**src/flpw_pkg.sv**
```systemverilog
// Shared types, sizes and helpers for the four-level page walker.
// No dependencies; used by every module of the block but flpw_ram.
package flpw_pkg;

   localparam int TABLE_COUNT       = 64;
   localparam int ENTRIES_PER_TABLE = 512;
   localparam int SLOT_W            = $clog2(ENTRIES_PER_TABLE);
   localparam int TBL_W             = $clog2(TABLE_COUNT);
   localparam int STORE_DEPTH       = TABLE_COUNT * ENTRIES_PER_TABLE;
   localparam int ADDR_W            = TBL_W + SLOT_W;
   localparam int ROOT_W            = 6;
   localparam int INDEX_W           = 15;
   localparam int ENTRY_W           = 64;
   localparam int VA_W              = 48;
   localparam int PA_W              = 52;
   localparam int FRAME_W           = 40;
   localparam int OFFSET_W          = 12;
   localparam int LEVEL_W           = 2;

   typedef enum logic {
      ACTION_WRITE     = 1'b0,
      ACTION_TRANSLATE = 1'b1
   } action_type;

   typedef enum logic [1:0] {
      STATUS_OK           = 2'd0,
      STATUS_NOT_MAPPED   = 2'd1,
      STATUS_OUT_OF_STORE = 2'd2
   } status_type;

   // Decoded command passed from front to back through the queue
   typedef struct packed {
      logic                is_write;
      logic [ADDR_W-1:0]   addr;
      logic [ENTRY_W-1:0]  value;
      logic [VA_W-1:0]     va;
   } cmd_type;

   // Table slot of a virtual address for a walk level (0 root .. 3 leaf)
   function automatic logic [SLOT_W-1:0] va_slot(input logic [VA_W-1:0] va,
                                                 input logic [LEVEL_W-1:0] level);
      logic [SLOT_W-1:0] slot;
      case (level)
         2'd0:    slot = va[47:39];
         2'd1:    slot = va[38:30];
         2'd2:    slot = va[29:21];
         default: slot = va[20:12];
      endcase
      return slot;
   endfunction

endpackage

```
**src/flpw_front.sv**
```systemverilog
// Front end: accepts request transactions, classifies them, queues commands.
// Depends on flpw_pkg.
module flpw_front (
   input  logic                          clock,
   input  logic                          reset,
   input  logic                          clearing,
   input  logic                          req_tvalid,
   output logic                          req_tready,
   input  logic [127:0]                  req_tdata,
   input  logic                          req_tuser,
   output logic                          head_valid,
   output flpw_pkg::cmd_type             head_cmd,
   input  logic                          head_pop
);

   flpw_pkg::cmd_type slot_ff [2];
   logic              wr_ptr_ff, wr_ptr_in;
   logic              rd_ptr_ff, rd_ptr_in;
   logic [1:0]        count_ff, count_in;

   logic [flpw_pkg::INDEX_W-1:0] entry_index;
   logic                         in_range;
   logic                         accept;
   logic                         push;
   flpw_pkg::cmd_type            cmd;

   // Hold off requests during the store clearing pass or when the queue is full
   assign req_tready = !clearing && (count_ff != 2'd2);
   assign accept     = req_tvalid && req_tready;

   // Classify: drop writes that fall beyond the store
   assign entry_index = req_tdata[14:0];
   assign in_range    = 32'(entry_index) < flpw_pkg::STORE_DEPTH;

   always_comb begin
      cmd.is_write = (flpw_pkg::action_type'(req_tuser) == flpw_pkg::ACTION_WRITE);
      cmd.addr     = flpw_pkg::ADDR_W'(entry_index);
      cmd.value    = req_tdata[78:15];
      cmd.va       = req_tdata[126:79];
   end

   assign push = accept && (!cmd.is_write || in_range);

   // Advance queue pointers and count
   always_comb begin
      wr_ptr_in = push ? !wr_ptr_ff : wr_ptr_ff;
      rd_ptr_in = head_pop ? !rd_ptr_ff : rd_ptr_ff;
      count_in  = count_ff + {1'b0, push} - {1'b0, head_pop};
   end

   always_ff @(posedge clock) begin
      if (reset) begin
         wr_ptr_ff <= 1'b0;
         rd_ptr_ff <= 1'b0;
         count_ff  <= 2'd0;
      end else begin
         wr_ptr_ff <= wr_ptr_in;
         rd_ptr_ff <= rd_ptr_in;
         count_ff  <= count_in;
      end
   end

   // Queue payload needs no reset
   always_ff @(posedge clock) begin
      if (push) begin
         slot_ff[wr_ptr_ff] <= cmd;
      end
   end

   assign head_valid = (count_ff != 2'd0);
   assign head_cmd   = slot_ff[rd_ptr_ff];

endmodule

```
**config.mk**
```make
export PLATFORM = sky130hd
export DESIGN_NAME = flpw_front
export DESIGN_NICKNAME = d
export VERILOG_FILES = /design/src/flpw_pkg.sv /design/src/flpw_front.sv
export SDC_FILE = /design/constraint.sdc
export NUM_CORES = 1
export LEC_CHECK = 0
export BUFFER_PORTS_ARGS = -buffer_cell sky130_fd_sc_hd__buf_2
export CORE_MARGIN = 3
export CORE_UTILIZATION = 41
export CTS_CLUSTER_SIZE = 10
export DETAILED_ROUTE_END_ITERATION = 6
export GPL_TIMING_DRIVEN = 0
export PLACE_DENSITY_LB_ADDON = 0.3
export SLEW_MARGIN = 10
export SYNTH_ARGS = -nofsm -noshare
export SYNTH_HDL_FRONTEND = slang
export SYNTH_SLANG_ARGS = --single-unit
```
**constraint.sdc**
```tcl
create_clock -name clock -period 8.3 [get_ports clock]
set_input_delay 1.66 -clock clock [delete_from_list [all_inputs] [get_ports clock]]
set_output_delay 1.66 -clock clock [all_outputs]
set_load 0.02 [all_outputs]
```
==> impl_results.md <==
* Status: complete, no violations
* CORE AREA at roughly 0.024 mm²
* Syn Area/Cell at 23.8 µm²
* DR pass1 iterations at 4
* Commonest non-fill, non-tap cells in the layout: buf_2 (262), edfxtp_1 (256), mux2_4 (120)
* MaxCap Viol Count at 0
* # port buffers at ~260
* Pwr dens at 244 mW/mm²
* Layout area overhead at 26.2%
* ANT nets after route at 0
* Cell variety after synth at 20
* RSZ-0062 raised after global routing: false
* WL/cell at 17.6 µm
* Final-report hold violation count at 0
* Routed vias at 4,871
* Max Root-Sink Buffers at 3
* CP dominant cell by count: buf_2
* Top post-synthesis cells by area: edfxtp_1 (76%), mux2_4 (18%), buf_12 (2.6%), dfxtp_1 (0.99%), mux2_1 (0.89%)
* Post-synthesis cell area at 0.0101 mm²
* Leakage at 0.00498 µW
* Peak supply drop at 0.189 mV
* CTS tree: done
* Share of cells above drive strength 1 at 59.4%
* First-pass GRT wire length at ~28 mm
* Worst-path cell with the longest stage delay: buf_2
* Critical path peak fanout at 3
* Area of the multi-input gates at 0.00202 mm²
* Commonest non-fill, non-tap cell in the layout: buf_2
* Sw Pwr at 696 µW
* DRC Markers at 0
* Worst min-delay path category: flop to flop
* Flop pwr share at 49.8%
* Global route overflow at 0
* Worst Tran Pin Value at roughly 0.52 ns
* Fmax at roughly 0.26 GHz
* Post-Synthesis Cells at between 400 and 500
* Register area at 0.00779 mm²
* Setup slack, reg-to-reg at roughly 6.1 ns
* Cell taking the most area after synthesis: edfxtp_1
* Family with the most delay on the worst path: buffers and inverters
* DP Wirelength at 12.6 mm
* GPL Wtd Cong at 0.721
* Total power at 3110 µW
* CP peak stage delay at 0.21 ns
* Core Rows at 56
* Startpoint types: input pin
* Power Internal at 2410 µW
* Share of the synthesized area in the top cell type at between 70% and 80%
* Endpoint class of the critical path: output port
* Die Area at ~0.027 mm²
* Register area share after synthesis at 77.2%
* Crit path cell chain: buf_2 -> nor2_1 -> buf_2
* Post-CTS Setup Bufs at 0
* Synthesized Nets at 560
* Nets at 857
* Ys Warns at 0
* Yosys reg bits at 261
* Endpoints failing setup at 0
* Final Max Slew Viols at 0
* DR iter-0 viols at 192
* Clk Latency, worst-skew pair at ~0.53 ns
* Largest net degree at the start of global routing at 78
* Clock root buffer: clkbuf_16
* Vias per inst at 4.62
* WP data required at between 6 and 7 ns
* Skew final at 0.00478 ns
* CTS clk-pin slew, worst paths at approximately 0.050 ns
* Clock sink total at 261
* Fill cells at 1,928
* Crit path DAT at 2.15 ns
* Die width at 163 µm
* Final period utilization at about 46%
* Vias in the first global route at 5,264
* Comb pwr share at around 14%
* # hold bufs at CTS at 0
* Initial Util at 42.3%
* Chip height at ~160 µm
* Switching share of power at 22.4%
* Wirelength, routed at 18.5 mm
* Clk pwr share at 36.0%
* Ports at 264
* Final Critical Period at 3.81 ns
* Max-Slew Margin vs Limit at 65.0%
* Htree depth at 1
* CTS buffer count at 30
* Post-CTS Resized at 0
* Initial antenna violation count at 3
* GRT Total Usage at 13.5%
* Setup TNS at 0 ns
* Buffers & Inverters on Critical Path at 2
* Critical path class: input pin to output port
==> kinds of logic (layout without fill, tap and decap cells) <==
kind of cell | count (synthesis) | count (layout) | synth area share [%]
other cells | 0 | 1 | 0
buf+inv | 17 | 327 | 2.80
fa+ha+maj | 2 | 2 | 0.248
xor+xnor | 3 | 3 | 0.261
simple gates | 11 | 11 | 0.633
mux | 128 | 128 | 18.8
flops | 261 | 261 | 77.2
compound gates | 2 | 2 | 0.0991
==> tightest hold or removal path, stage by stage (launching register included) <==
cell and delay (ns):
dfxtp_1 0.33, o21ai_0 0.08, a21oi_1 0.07
==> synthesized netlist by cell type <==
cell      count
o21ai_0       1
mux2_4      120
dfxtp_1       5
xor2_1        1
buf_12       13
ha_1          2
or2_2         1
nor2b_1       1
a21oi_1       1
xnor2_1       2
nor2_1        4
nand2b_1      1
and3_1        1
or3_1         1
edfxtp_1    256
nor2b_4       1
nand2_1       1
buf_6         1
inv_1         3
mux2_1        8
==> metrics by stage <==
step                      hold slack (ns)  instance area [µm²]  util [%]  setup slack, ns  instances
after floorplan                     0.452                10100         -             2.70        424
final                               0.523                12700      53.4             4.49       1054
after detailed placement            0.497                11900      49.9             4.49       1008
after global placement              0.472                11800      49.5             1.45       1005
after global routing                0.554                12700      53.4             4.43       1053
after CTS                           0.520                12700      53.4             4.49       1053
==> path summary, 6_finish.rpt <==
| check | end | from | cells past startpoint |
|---|---|---|---|
| worst max-delay path | req_tready | clearing | 3 |
| worst min-delay path | wr_ptr_ff$_SDFFE_PP0P_ | wr_ptr_ff$_SDFFE_PP0P_ | 2 |
| worst max register to register | slot_ff[1][28]$_DFFE_PP_ | count_ff[0]$_SDFF_PP0_ | 5 |
| worst min register to register | wr_ptr_ff$_SDFFE_PP0P_ | wr_ptr_ff$_SDFFE_PP0P_ | 2 |
==> state kept, by name, indices dropped and copies added, names as in the netlist, named ones only <==
signal / count
slot_ff: 256
count_ff: 2
rd_ptr_ff: 1
wr_ptr_ff: 1
==> cell type report <==
cell class	count	share of cell area, %
Multi-Input combinational cell	146	15.9
Buffer	14	2.13
Inverter	3	0.128
Antenna cell	1	0.0197
Timing Repair Buffer	265	10.9
Clock buffer	43	6.53
Clock inverter	2	0.0688
Sequential cell	261	61.2
Tap cell	319	3.13
==> power by group through the flow <==
stage	Sequential, µW	Clock [µW]	Combinational [µW]
5_1_grt	1550	1210	472
3_5_place_dp	1570	0	449
4_1_cts	1550	1160	452
2_1_floorplan	1580	0	304
3_3_place_gp	1580	0	433
6_report	1550	1120	442
==> per-layer routing <==
metal  vias up  wire length [µm]  global-route usage [%]  part of all wire [%]
li1       2280                 -                       -                     -
met1      2344              7030                    15.8                    38
met2       195              9180                    23.3                    50
met3        46              1660                    4.68                   9.0
met4         6               623                    4.58                   3.4
met5         -                34                       0                  0.18
(Power assumes the default switching activity.)
